==> config.mk <==
export PLATFORM = sky130hd
export DESIGN_NAME = weighted_lottery_selector_core
export DESIGN_NICKNAME = d
export VERILOG_FILES = /design/src/hdl/wls_pkg.sv /design/src/hdl/weighted_lottery_selector_core.sv /design/src/hdl/wls_ram.sv /design/src/hdl/wls_divider.sv
export SDC_FILE = /design/constraint.sdc
export NUM_CORES = 1
export LEC_CHECK = 0
export BUFFER_PORTS_ARGS = -buffer_cell sky130_fd_sc_hd__buf_2
export CAP_MARGIN = 25
export CORE_MARGIN = 1
export CORE_UTILIZATION = 35
export DETAILED_ROUTE_END_ITERATION = 10
export PLACE_DENSITY = 0.61
export SLEW_MARGIN = 10
export SYNTH_ARGS = -nofsm -noshare
export SYNTH_HDL_FRONTEND = slang
export SYNTH_SLANG_ARGS = --single-unit
==> constraint.sdc <==
create_clock -name clock -period 6.77 [get_ports clock]
set_input_delay 0.3385 -clock clock [delete_from_list [all_inputs] [get_ports clock]]
set_output_delay 0.3385 -clock clock [all_outputs]
set_load 0.02 [all_outputs]
==> src/hdl/wls_pkg.sv <==
// package for the weighted lottery selector: sizes, codes, entry layout and
// the interface types of the remainder unit
// depends on nothing
package wls_pkg;

   localparam int MAX_ENTRIES = 16;
   localparam int IDX_W       = (MAX_ENTRIES > 1) ? $clog2(MAX_ENTRIES) : 1;
   localparam int CNT_W       = $clog2(MAX_ENTRIES + 1);

   localparam int ID_W     = 16;
   localparam int WEIGHT_W = 16;
   localparam int RND_W    = 32;
   localparam int MODE_W   = 2;
   localparam int STATUS_W = 3;
   localparam int SLOT_W   = 4;
   localparam int TOTAL_W  = 20;

   // sum of all weights in a full table never overflows this
   localparam int SUM_W = WEIGHT_W + IDX_W;

   localparam int DIV_CNT_W = $clog2(RND_W + 1);

   localparam logic [MODE_W-1:0] MODE_ADD    = 2'd0;
   localparam logic [MODE_W-1:0] MODE_REMOVE = 2'd1;
   localparam logic [MODE_W-1:0] MODE_SELECT = 2'd2;

   localparam logic [STATUS_W-1:0] ST_ADDED     = 3'd0;
   localparam logic [STATUS_W-1:0] ST_FULL      = 3'd1;
   localparam logic [STATUS_W-1:0] ST_REMOVED   = 3'd2;
   localparam logic [STATUS_W-1:0] ST_NOT_FOUND = 3'd3;
   localparam logic [STATUS_W-1:0] ST_DRAWN     = 3'd4;
   localparam logic [STATUS_W-1:0] ST_OWNER     = 3'd5;
   localparam logic [STATUS_W-1:0] ST_NONE      = 3'd6;

   localparam logic [WEIGHT_W-1:0] MIN_WEIGHT_RESET = 16'd100;

   typedef struct packed {
      logic [ID_W-1:0]     id;
      logic [WEIGHT_W-1:0] weight;
      logic                owner;
   } entry_type;

   localparam int ENTRY_W = $bits(entry_type);

   typedef struct packed {
      logic             start;
      logic [RND_W-1:0] dividend;
      logic [SUM_W-1:0] divisor;
   } div_req_type;

   typedef struct packed {
      logic             done;
      logic [SUM_W-1:0] remainder;
   } div_rsp_type;

endpackage

==> src/hdl/weighted_lottery_selector_core.sv <==
// top level of the weighted lottery selector: sequencer around the entry ram
// depends on wls_pkg, wls_ram, wls_divider
//
//   port group   direction  handshake             carries
//   req_*        in         req_valid/req_ready   mode, entry id, weight, owner, random
//   rsp_*        out        rsp_valid/rsp_ready   status, slot, winner id, total
//   csr_*        in         csr_write_enable      min_weight, written at once
//
// add and unused modes: the result goes through the holding stage into the rsp register
// remove: one ram read per cycle through the scan
// select: two scans of the ram (sum, then pick)
//   around a remainder unit, one bit per cycle
// reset clears entry count, last winner and min_weight (to 100); the ram
//   keeps its contents, only slots below the count are ever read
// a result waiting in the rsp register does not stop the next transaction;
//   the following result waits in a holding stage until the rsp side frees
module weighted_lottery_selector_core (
   input  logic                          clock,
   input  logic                          reset,
   input  logic                          req_valid,
   output logic                          req_ready,
   input  logic [wls_pkg::MODE_W-1:0]    req_mode,
   input  logic [wls_pkg::ID_W-1:0]      req_entry_id,
   input  logic [wls_pkg::WEIGHT_W-1:0]  req_entry_weight,
   input  logic                          req_entry_is_owner,
   input  logic [wls_pkg::RND_W-1:0]     req_random_value,
   output logic                          rsp_valid,
   input  logic                          rsp_ready,
   output logic [wls_pkg::STATUS_W-1:0]  rsp_status,
   output logic [wls_pkg::SLOT_W-1:0]    rsp_slot_index,
   output logic [wls_pkg::ID_W-1:0]      rsp_winner_id,
   output logic [wls_pkg::TOTAL_W-1:0]   rsp_total_weight,
   input  logic                          csr_write_enable,
   input  logic [wls_pkg::WEIGHT_W-1:0]  csr_write_data
);

   import wls_pkg::*;

   typedef enum logic [2:0] {
      S_IDLE,
      S_RM_SCAN,
      S_RM_LAST,
      S_RM_WRITE,
      S_SUM,
      S_DIV,
      S_PICK,
      S_RESP
   } state_type;

   state_type state_ff, state_in;

   // table bookkeeping and configuration
   logic [CNT_W-1:0]    count_ff, count_in;
   logic [ID_W-1:0]     lw_id_ff, lw_id_in;
   logic                lw_valid_ff, lw_valid_in;
   logic [WEIGHT_W-1:0] min_weight_ff, min_weight_in;

   // latched transaction
   logic [ID_W-1:0]  key_id_ff, key_id_in;
   logic [RND_W-1:0] rnd_ff, rnd_in;

   // scan pipeline: issue address, data comes back in the next cycle
   logic [CNT_W-1:0] idx_ff, idx_in;
   logic             pipe_vld_ff, pipe_vld_in;
   logic [IDX_W-1:0] pipe_idx_ff, pipe_idx_in;
   logic [IDX_W-1:0] hit_slot_ff, hit_slot_in;

   // draw arithmetic
   logic [SUM_W-1:0] sum_ff, sum_in;
   logic [SUM_W-1:0] lo_ff, lo_in;
   logic [SUM_W-1:0] rem_ff, rem_in;
   logic             own_found_ff, own_found_in;
   logic [IDX_W-1:0] own_slot_ff, own_slot_in;
   logic [ID_W-1:0]  own_id_ff, own_id_in;

   // holding stage for a finished result
   logic [STATUS_W-1:0] res_status_ff, res_status_in;
   logic [SLOT_W-1:0]   res_slot_ff, res_slot_in;
   logic [ID_W-1:0]     res_winner_ff, res_winner_in;
   logic [TOTAL_W-1:0]  res_total_ff, res_total_in;

   // output register
   logic                rsp_valid_ff, rsp_valid_in;
   logic [STATUS_W-1:0] rsp_status_ff, rsp_status_in;
   logic [SLOT_W-1:0]   rsp_slot_ff, rsp_slot_in;
   logic [ID_W-1:0]     rsp_winner_ff, rsp_winner_in;
   logic [TOTAL_W-1:0]  rsp_total_ff, rsp_total_in;

   // ram ports
   logic             ram_wr_en;
   logic [IDX_W-1:0] ram_wr_addr;
   entry_type        ram_wr_data;
   logic [IDX_W-1:0] ram_rd_addr;
   logic [ENTRY_W-1:0] ram_rd_bits;
   entry_type        rd_entry;

   div_req_type div_req;
   div_rsp_type div_rsp;

   logic             req_fire;
   logic             issue;
   logic             scanning;
   logic             rd_elig;
   logic [CNT_W-1:0] last_cnt;
   logic [SUM_W:0]   range_end;

   wls_ram #(
      .WIDTH (ENTRY_W),
      .DEPTH (MAX_ENTRIES)
   ) u_entry_ram (
      .clock   (clock),
      .wr_en   (ram_wr_en),
      .wr_addr (ram_wr_addr),
      .wr_data (ram_wr_data),
      .rd_addr (ram_rd_addr),
      .rd_data (ram_rd_bits)
   );

   wls_divider u_divider (
      .clock   (clock),
      .reset   (reset),
      .div_req (div_req),
      .div_rsp (div_rsp)
   );

   assign req_ready = (state_ff == S_IDLE);
   assign req_fire  = req_valid && req_ready;
   assign rd_entry  = entry_type'(ram_rd_bits);
   assign last_cnt  = count_ff - CNT_W'(1);

   // scan states walk the slots below the count
   assign scanning = (state_ff == S_RM_SCAN) || (state_ff == S_SUM) || (state_ff == S_PICK);
   assign issue    = scanning && (idx_ff < count_ff);

   // weight at least the threshold and not the previous winner
   assign rd_elig = (rd_entry.weight >= min_weight_ff) &&
                    !(lw_valid_ff && (rd_entry.id == lw_id_ff));

   assign range_end = {1'b0, lo_ff} + (SUM_W+1)'(rd_entry.weight);

   // the last entry is read in S_RM_LAST and written to the hit slot next cycle
   assign ram_rd_addr = (state_ff == S_RM_LAST) ? last_cnt[IDX_W-1:0] : idx_ff[IDX_W-1:0];

   always_comb begin
      state_in      = state_ff;
      count_in      = count_ff;
      lw_id_in      = lw_id_ff;
      lw_valid_in   = lw_valid_ff;
      min_weight_in = min_weight_ff;
      key_id_in     = key_id_ff;
      rnd_in        = rnd_ff;
      idx_in        = idx_ff;
      pipe_vld_in   = 1'b0;
      pipe_idx_in   = idx_ff[IDX_W-1:0];
      hit_slot_in   = hit_slot_ff;
      sum_in        = sum_ff;
      lo_in         = lo_ff;
      rem_in        = rem_ff;
      own_found_in  = own_found_ff;
      own_slot_in   = own_slot_ff;
      own_id_in     = own_id_ff;
      res_status_in = res_status_ff;
      res_slot_in   = res_slot_ff;
      res_winner_in = res_winner_ff;
      res_total_in  = res_total_ff;
      rsp_valid_in  = rsp_valid_ff;
      rsp_status_in = rsp_status_ff;
      rsp_slot_in   = rsp_slot_ff;
      rsp_winner_in = rsp_winner_ff;
      rsp_total_in  = rsp_total_ff;

      ram_wr_en   = 1'b0;
      ram_wr_addr = count_ff[IDX_W-1:0];
      ram_wr_data = '{id: req_entry_id, weight: req_entry_weight, owner: req_entry_is_owner};

      div_req.start    = 1'b0;
      div_req.dividend = rnd_ff;
      div_req.divisor  = sum_ff;

      if (csr_write_enable) begin
         min_weight_in = csr_write_data;
      end

      if (rsp_valid_ff && rsp_ready) begin
         rsp_valid_in = 1'b0;
      end

      if (issue) begin
         idx_in      = idx_ff + CNT_W'(1);
         pipe_vld_in = 1'b1;
      end

      case (state_ff)
         S_IDLE: begin
            if (req_fire) begin
               res_slot_in   = '0;
               res_winner_in = '0;
               res_total_in  = '0;
               idx_in        = '0;
               case (req_mode)
                  MODE_ADD: begin
                     if (count_ff >= CNT_W'(MAX_ENTRIES)) begin
                        res_status_in = ST_FULL;
                     end else begin
                        // write straight from the request
                        ram_wr_en     = 1'b1;
                        count_in      = count_ff + CNT_W'(1);
                        res_status_in = ST_ADDED;
                        res_slot_in   = SLOT_W'(count_ff);
                     end
                     state_in = S_RESP;
                  end
                  MODE_REMOVE: begin
                     key_id_in = req_entry_id;
                     state_in  = S_RM_SCAN;
                  end
                  MODE_SELECT: begin
                     rnd_in       = req_random_value;
                     sum_in       = '0;
                     own_found_in = 1'b0;
                     state_in     = S_SUM;
                  end
                  default: begin
                     res_status_in = ST_NONE;
                     state_in      = S_RESP;
                  end
               endcase
            end
         end

         S_RM_SCAN: begin
            if (pipe_vld_ff && (rd_entry.id == key_id_ff)) begin
               hit_slot_in = pipe_idx_ff;
               pipe_vld_in = 1'b0;
               state_in    = S_RM_LAST;
            end else if (!issue && !pipe_vld_ff) begin
               res_status_in = ST_NOT_FOUND;
               state_in      = S_RESP;
            end
         end

         S_RM_LAST: begin
            state_in = S_RM_WRITE;
         end

         S_RM_WRITE: begin
            // last entry moves into the hole (itself when the hit was last)
            ram_wr_en     = 1'b1;
            ram_wr_addr   = hit_slot_ff;
            ram_wr_data   = rd_entry;
            count_in      = last_cnt;
            res_status_in = ST_REMOVED;
            res_slot_in   = SLOT_W'(hit_slot_ff);
            state_in      = S_RESP;
         end

         S_SUM: begin
            if (pipe_vld_ff) begin
               if (rd_elig) begin
                  sum_in = sum_ff + SUM_W'(rd_entry.weight);
               end
               if (rd_entry.owner && !own_found_ff) begin
                  own_found_in = 1'b1;
                  own_slot_in  = pipe_idx_ff;
                  own_id_in    = rd_entry.id;
               end
            end else if (!issue) begin
               if (sum_ff != '0) begin
                  div_req.start = 1'b1;
                  state_in      = S_DIV;
               end else begin
                  // nothing to draw from: first owner entry, if any
                  if (own_found_ff) begin
                     res_status_in = ST_OWNER;
                     res_slot_in   = SLOT_W'(own_slot_ff);
                     res_winner_in = own_id_ff;
                     lw_id_in      = own_id_ff;
                     lw_valid_in   = 1'b1;
                  end else begin
                     res_status_in = ST_NONE;
                  end
                  state_in = S_RESP;
               end
            end
         end

         S_DIV: begin
            if (div_rsp.done) begin
               rem_in   = div_rsp.remainder;
               lo_in    = '0;
               idx_in   = '0;
               state_in = S_PICK;
            end
         end

         S_PICK: begin
            if (pipe_vld_ff && rd_elig) begin
               if ({1'b0, rem_ff} < range_end) begin
                  res_status_in = ST_DRAWN;
                  res_slot_in   = SLOT_W'(pipe_idx_ff);
                  res_winner_in = rd_entry.id;
                  res_total_in  = TOTAL_W'(sum_ff);
                  lw_id_in      = rd_entry.id;
                  lw_valid_in   = 1'b1;
                  pipe_vld_in   = 1'b0;
                  state_in      = S_RESP;
               end else begin
                  lo_in = range_end[SUM_W-1:0];
               end
            end else if (!issue && !pipe_vld_ff) begin
               // cannot happen while the remainder is below the total
               res_status_in = ST_NONE;
               res_total_in  = TOTAL_W'(sum_ff);
               state_in      = S_RESP;
            end
         end

         S_RESP: begin
            if (!rsp_valid_ff || rsp_ready) begin
               rsp_valid_in  = 1'b1;
               rsp_status_in = res_status_ff;
               rsp_slot_in   = res_slot_ff;
               rsp_winner_in = res_winner_ff;
               rsp_total_in  = res_total_ff;
               state_in      = S_IDLE;
            end
         end

         default: begin
            state_in = S_IDLE;
         end
      endcase
   end

   always_ff @(posedge clock) begin
      if (reset) begin
         state_ff      <= S_IDLE;
         count_ff      <= '0;
         lw_id_ff      <= '0;
         lw_valid_ff   <= 1'b0;
         min_weight_ff <= MIN_WEIGHT_RESET;
         pipe_vld_ff   <= 1'b0;
         rsp_valid_ff  <= 1'b0;
      end else begin
         state_ff      <= state_in;
         count_ff      <= count_in;
         lw_id_ff      <= lw_id_in;
         lw_valid_ff   <= lw_valid_in;
         min_weight_ff <= min_weight_in;
         pipe_vld_ff   <= pipe_vld_in;
         rsp_valid_ff  <= rsp_valid_in;
      end
      key_id_ff     <= key_id_in;
      rnd_ff        <= rnd_in;
      idx_ff        <= idx_in;
      pipe_idx_ff   <= pipe_idx_in;
      hit_slot_ff   <= hit_slot_in;
      sum_ff        <= sum_in;
      lo_ff         <= lo_in;
      rem_ff        <= rem_in;
      own_found_ff  <= own_found_in;
      own_slot_ff   <= own_slot_in;
      own_id_ff     <= own_id_in;
      res_status_ff <= res_status_in;
      res_slot_ff   <= res_slot_in;
      res_winner_ff <= res_winner_in;
      res_total_ff  <= res_total_in;
      rsp_status_ff <= rsp_status_in;
      rsp_slot_ff   <= rsp_slot_in;
      rsp_winner_ff <= rsp_winner_in;
      rsp_total_ff  <= rsp_total_in;
   end

   assign rsp_valid        = rsp_valid_ff;
   assign rsp_status       = rsp_status_ff;
   assign rsp_slot_index   = rsp_slot_ff;
   assign rsp_winner_id    = rsp_winner_ff;
   assign rsp_total_weight = rsp_total_ff;

endmodule

==> src/hdl/wls_ram.sv <==
// generic single-port-write, single-port-read ram with registered read data
// depends on nothing
module wls_ram #(
   parameter int WIDTH = 8,
   parameter int DEPTH = 16,
   localparam int ADDR_W = (DEPTH > 1) ? $clog2(DEPTH) : 1
) (
   input  logic              clock,
   input  logic              wr_en,
   input  logic [ADDR_W-1:0] wr_addr,
   input  logic [WIDTH-1:0]  wr_data,
   input  logic [ADDR_W-1:0] rd_addr,
   output logic [WIDTH-1:0]  rd_data
);

   logic [WIDTH-1:0] mem_ff [DEPTH];
   logic [WIDTH-1:0] rd_data_ff;

   always_ff @(posedge clock) begin
      if (wr_en) begin
         mem_ff[wr_addr] <= wr_data;
      end
      rd_data_ff <= mem_ff[rd_addr];
   end

   assign rd_data = rd_data_ff;

endmodule

==> src/hdl/wls_divider.sv <==
// restoring remainder unit: dividend mod divisor, one quotient bit a cycle
// depends on wls_pkg
module wls_divider (
   input  logic                clock,
   input  logic                reset,
   input  wls_pkg::div_req_type div_req,
   output wls_pkg::div_rsp_type div_rsp
);

   import wls_pkg::*;

   logic                 busy_ff, busy_in;
   logic                 done_ff, done_in;
   logic [DIV_CNT_W-1:0] cnt_ff, cnt_in;
   logic [RND_W-1:0]     quo_ff, quo_in;
   logic [SUM_W-1:0]     rem_ff, rem_in;
   logic [SUM_W-1:0]     dvs_ff, dvs_in;
   logic [SUM_W:0]       shifted;

   assign shifted = {rem_ff, quo_ff[RND_W-1]};

   always_comb begin
      busy_in = busy_ff;
      done_in = 1'b0;
      cnt_in  = cnt_ff;
      quo_in  = quo_ff;
      rem_in  = rem_ff;
      dvs_in  = dvs_ff;
      if (div_req.start) begin
         busy_in = 1'b1;
         cnt_in  = DIV_CNT_W'(RND_W);
         quo_in  = div_req.dividend;
         rem_in  = '0;
         dvs_in  = div_req.divisor;
      end else if (busy_ff) begin
         quo_in = {quo_ff[RND_W-2:0], 1'b0};
         if (shifted >= {1'b0, dvs_ff}) begin
            rem_in = SUM_W'(shifted - {1'b0, dvs_ff});
         end else begin
            rem_in = shifted[SUM_W-1:0];
         end
         cnt_in = cnt_ff - DIV_CNT_W'(1);
         if (cnt_ff == DIV_CNT_W'(1)) begin
            busy_in = 1'b0;
            done_in = 1'b1;
         end
      end
   end

   always_ff @(posedge clock) begin
      if (reset) begin
         busy_ff <= 1'b0;
         done_ff <= 1'b0;
      end else begin
         busy_ff <= busy_in;
         done_ff <= done_in;
      end
      cnt_ff <= cnt_in;
      quo_ff <= quo_in;
      rem_ff <= rem_in;
      dvs_ff <= dvs_in;
   end

   assign div_rsp.done      = done_ff;
   assign div_rsp.remainder = rem_ff;

endmodule

Word-level counts from Yosys, hierarchy flattened
Memory sizes are Yosys's and may differ from the RTL's. A register that Yosys moved wholly into a read port is not among the register bits.
Index checks and enable logic that the tools add are counted.
W data, S select, Z words.
- register bits after elaboration: 351
- memory bits (writable): 528
- input port bits: 88
- output and inout port bits: 45
- logic and storage cells: 232
- memories kept: 1
- $add $sub $neg: 7
- order comparisons: 5
- equality and inequality tests: 33
- mux-type cells: 106
- bitwise logic cells: 1
- reductions and logical operators: 47
- memories (memory ; depth ; width ; read ports ; clocked after memory_dff ; wr ports ; RTL line ; source):
    u_entry_ram.mem_ff ; 16 ; 33 ; 1 ; 1 ; 1 ; wls_ram.sv:16 ; logic [WIDTH-1:0] mem_ff [DEPTH];
- operators with widths (cell ; count):
    $mux W20 ; 12
    $pmux W20 S2 ; 3
    $mux W16 ; 7
    $mux W32 ; 2
    $mux W3 ; 18
    $pmux W16 S3 ; 1
    $mux W4 ; 11
    $mux W33 ; 1
    $eq A16 B16 Y1 ; 2
    $pmux W16 S2 ; 1
    $mux W1 ; 31
    $mux W5 ; 6
    $pmux W3 S8 ; 1
    $ne A2 B2 Y1 const B ; 11
    $add A20 B16 Y21 ; 1
    $ge A21 B20 Y1 ; 1
    $lt A20 B21 Y1 ; 1
    $add A20 B16 Y20 ; 1
    $pmux W5 S2 ; 2
    $reduce_bool A20 Y1 ; 1
    $sub A20 B20 Y20 ; 1
    $ge A16 B16 Y1 ; 1
    $ne A2 B1 Y1 const B ; 8
    $pmux W4 S4 ; 1
    37 further kinds ; 74

Depth between registers and ports, before layout
- word-level depth: 9
- mapped depth: 21
- mapped depth without buffers: 18

Hierarchy
Synthesis repeated with hierarchy kept, for this count alone.
- cell total of the unflattened synthesis: 2408
- area total of the unflattened synthesis: 38255.4 um^2
- by module, submodules not included (module ; times used ; cells each ; area an instance (um^2) ; sequential area each (um^2)):
    wls_ram ; 1 ; 864 ; 20629.8 ; 16515.8
    weighted_lottery_selector_core ; 1 ; 1135 ; 13127.6 ; 7617.3
    wls_divider ; 1 ; 409 ; 4498.1 ; 2122.0

Worst setup path after synthesis
Ideal clock, no wire load.
- kind: reg-to-reg
- start point: register lo_ff[0]
- end point: register res_total_ff[0] (enable)
- setup time: 425 ps
- data arrival time: 4862 ps
- required time: 6345 ps
- slack: 1483 ps
- cell stages (with the launch flop): 18
- buffers on the path: 0
- period minus slack after synthesis: 5287 ps
- cells stage by stage: edfxtp_1 ha_1 fa_1 a211oi_1 o21ai_1 a21oi_1 o21bai_1 a21oi_1 xor2_1 ha_1 a211oi_1 o21ai_0 nor3_1 o21ai_0 a311oi_1 or2_2 a21oi_1 o21ai_0
- word-level cells in the longest chain between the ends: 4
- RTL lines (what ; RTL line ; source):
    from (decl) ; weighted_lottery_selector_core.sv:70 ; logic [SUM_W-1:0] lo_ff, lo_in;
    from (signal assigned) ; weighted_lottery_selector_core.sv:359 ; lo_ff <= lo_in;
    $add A20 B16 Y21 ; weighted_lottery_selector_core.sv:139 ; assign range_end = {1'b0, lo_ff} + (SUM_W+1)'(rd_entry.weight);
    $lt A20 B21 Y1 ; weighted_lottery_selector_core.sv:298 ; if ({1'b0, rem_ff} < range_end) begin
    $ne A3 B2 Y1 (no source line) ; -- ;
    $reduce_and A4 Y1 (no source line) ; -- ;
    to (signal assigned) ; weighted_lottery_selector_core.sv:367 ; res_total_ff <= res_total_in;
    to (decl) ; weighted_lottery_selector_core.sv:80 ; logic [TOTAL_W-1:0] res_total_ff, res_total_in;
Every way passes these cells.
A chain may end at the register's enable or synchronous reset.

Final worst setup path
- start point: register lo_ff[0]
- end point: register lw_id_ff[14]
- word-level cells in the longest chain between the ends: 4
- RTL lines (what ; RTL line ; source):
    $add A20 B16 Y21 ; weighted_lottery_selector_core.sv:139 ;
    $lt A20 B21 Y1 ; weighted_lottery_selector_core.sv:298 ;
    $ne A2 B1 Y1 (no source line) ; -- ;
    $reduce_and A7 Y1 (no source line) ; -- ;
    to (signal assigned) ; weighted_lottery_selector_core.sv:347 ; lw_id_ff <= lw_id_in;
    to (decl) ; weighted_lottery_selector_core.sv:54 ; logic [ID_W-1:0] lw_id_ff, lw_id_in;
Every way passes these cells.

==> results_dict.tcl <==
set metrics [dict create \
    nFillCells 10200 \
    fin_area_sq_um 45300 \
    vias_per_cell 5.21 \
    area_growth_pct 16.2 \
    finalCriticalPeriod_ps 5350 \
    clock_path_buffers 3 \
    grt_usage 0.173 \
    cts-root-buf "clkbuf_16" \
    grt_max_degree 109 \
    netlist_instances 2993 \
    grt_pass1_vias 23900 \
    reg2regPathDepth 18 \
    crit_path_end_kind "flip-flop" \
    cts_tree "done" \
    n_antenna_cell 0 \
    cts_buffers 91 \
    post_cts_buffers 0 \
    yosysMostFrequentCell "edfxtp_1" \
    synthArstFlopShare 0 \
    wl_per_cell_um 20.8 \
    core_area_sq_um 111000 \
    die_w_um 336 \
    crit_fanout 17 \
    synth_cell_type_count 75 \
    dominantRegCellSynth "edfxtp_1" \
    ir_drop_mv 0.304 \
    finClkSkew_ps 46.8 \
    holdBufCountCts 64 \
    dp_hpwl_um 59500 \
    r2r_slack_ps 1420 \
    synth-edff-count 799 \
    tightest_slew_ps 983 \
    rows 122 \
    cp-start-kind "flip-flop" \
    die_height_um 336 \
    io_buffers 132 \
    pin_count 133 \
    critPathArrivalTime_ps 5960 \
    r2r-start "lo_ff[0]$_SDFFCE_PP0P_" \
    antenna_found_initial 10 \
    cts.sinks 912 \
    clk_pin_slew_ps 60 \
    yosysTopAreaCellShare 0.615 \
    yosys_warnings 0 \
    min_delay_path_depth 3 \
    syn_area_per_cell_sq_um 13.0 \
    clock_latency_ps 680 \
    post-route-util 0.410 \
    htree_levels 3 \
    wl_um 98800 \
    drtIter0Drc 2414 \
    hp-start "rsp_ready" \
    whs_endpoint "rsp_valid$_SDFF_PP0_" \
    fp.dieArea_sq_um 113000 \
    p_leak_nw 15.9 \
    overflow 0 \
    start_util 0.353 \
    cts-resized-gates 0 \
    relSlewSlack 0.342 \
    fmaxAchievable_mhz 187 \
    finalPower_mw 20.0 \
    place.gp.congestion 0.871 \
    yosys-top-cells-count "edfxtp_1 (799), nand2_1 (450), a211oi_1 (193)" \
    final.period_utilization 0.790 \
    grt_pass1_wl_um 149000 \
    drive_above_1_share 0.128 \
    synthTopCellsByArea "edfxtp_1 (62%), dfxtp_1 (5.8%), nand2_1 (4.3%)" \
    power_density_nw_per_um2 441 \
    hp-class "input pin to flip-flop" \
    nets 3374 \
    post_dp_cell_area_sq_um 41600 \
    cp.required_ps 7390 \
    drv_slew 0 \
    tns_ps 0 \
    ys_ff_latch 912 \
    drc 0 \
    setup_violations 0 \
    synth_top_cell_by_area "edfxtp_1" \
    synth_seq_area_share 0.673 \
    dr.pass1.iters 5 \
    r2r-end "lw_id_ff[14]$_SDFFE_PP0P_" \
    final_hold_viol_count 0 \
    syn-cell-area_sq_um 39000 \
    worstSetupPathType "flip-flop to flip-flop" \
    cap_violations 0 \
    grt_setup_unrepaired "no" \
    syn_nets 3187 \
    vias 24700 \
    outcome "complete, no violations" \
    antenna_left 0 \
]
-- state kept, by name, indices dropped and copies added (netlist names), 5 cells and up --
signal	count
u_entry_ram.mem_ff	528
u_entry_ram.rd_data	33
rnd_ff	32
u_divider.quo_ff	32
lo_ff	20
rem_ff	20
res_total_ff	20
rsp_total_weight	20
sum_ff	20
u_divider.dvs_ff	20
u_divider.rem_ff	20
key_id_ff	16
lw_id_ff	16
min_weight_ff	16
own_id_ff	16
res_winner_ff	16
rsp_winner_id	16
u_divider.cnt_ff	6
count_ff	5
idx_ff	5
-- per-stage QoR --
step	setup WS, ps	std cells	hold WS, ps
global route	1210	4746	106
floorplan	1480	2993	390
detailed placement	1340	4505	405
finish	1420	4746	92.4
CTS	1330	4740	76.0
global placement	1380	4502	406
-- kinds of logic after synthesis --
family	synth area share
fa+ha+maj	0.0346
flops	0.673
buf+inv	0.0254
compound gates	0.118
xor+xnor	0.0193
mux	0.0243
simple gates	0.105
-- cell type report --
cell class | count | area [sq um] | area share
Timing Repair Buffer | 259 | 1930 | 0.0426
Clock inverter | 52 | 512 | 0.0113
Inverter | 76 | 285 | 0.00629
Sequential cell | 912 | 26300 | 0.579
Clock buffer | 119 | 2490 | 0.0550
Multi-Input combinational cell | 1840 | 12000 | 0.264
Tap cell | 1488 | 1860 | 0.0411
-- per-layer routing --
metal,GRT usage,part of all wire,up-vias
li1,-,-,11600
met1,0.238,0.45,12300
met2,0.287,0.48,698
met3,0.0299,0.058,135
met4,0.0348,0.017,4
met5,0,0.00021,-
-- power by group --
part	switching (mW)	total, mW	leakage, nW	internal [mW]
sequential	0.596	7.80	8.19	7.20
combinational	4.56	7.13	6.28	2.57
clock	2.19	5.05	1.47	2.86
-- critical path, cell delays in order, from the launching register on --
cell and delay (ps):
edfxtp_1 370, ha_1 240, fa_1 430, a211oi_1 350, o21ai_1 190, a21oi_1 280, o21bai_1 100, a21oi_1 180
xor2_1 210, ha_1 270, a211oi_1 230, o21ai_0 120, nor3_1 130, o21ai_0 140, a311oi_1 710, o2111a_1 300
buf_4 240, o21a_1 600, o211a_1 220
-- worst max path at each step --
stage,from,to,slack [ps]
after floorplan,lo_ff[0]$_SDFFCE_PP0P_,res_total_ff[0]$_SDFFCE_PP0P_,1480
after global placement,lo_ff[0]$_SDFFCE_PP0P_,res_total_ff[7]$_SDFFCE_PP0P_,1380
after detailed placement,lo_ff[0]$_SDFFCE_PP0P_,res_total_ff[8]$_SDFFCE_PP0P_,1340
after CTS,lo_ff[0]$_SDFFCE_PP0P_,res_total_ff[7]$_SDFFCE_PP0P_,1330
after global routing,lo_ff[0]$_SDFFCE_PP0P_,lw_id_ff[13]$_SDFFE_PP0P_,1210
final,lo_ff[0]$_SDFFCE_PP0P_,lw_id_ff[14]$_SDFFE_PP0P_,1420
-- cells in the final DEF (no fill, tap or decap), drive strengths merged, types with 14 or more instances in the layout --
master         n
a211oi       194
a21o          26
a21oi        129
a311oi        71
a31oi         78
and2         159
buf          194
clkbuf       119
clkinv        38
dfxtp        113
dlygate4sd3   64
edfxtp       799
ha           103
inv           80
mux2          36
mux2i         54
nand2        450
nand3         22
nor2         160
nor3          28
nor4          14
o2111ai       18
o211a         16
o21ai         56
xnor2         45
xor2          41
(Power assumes the default switching activity.)
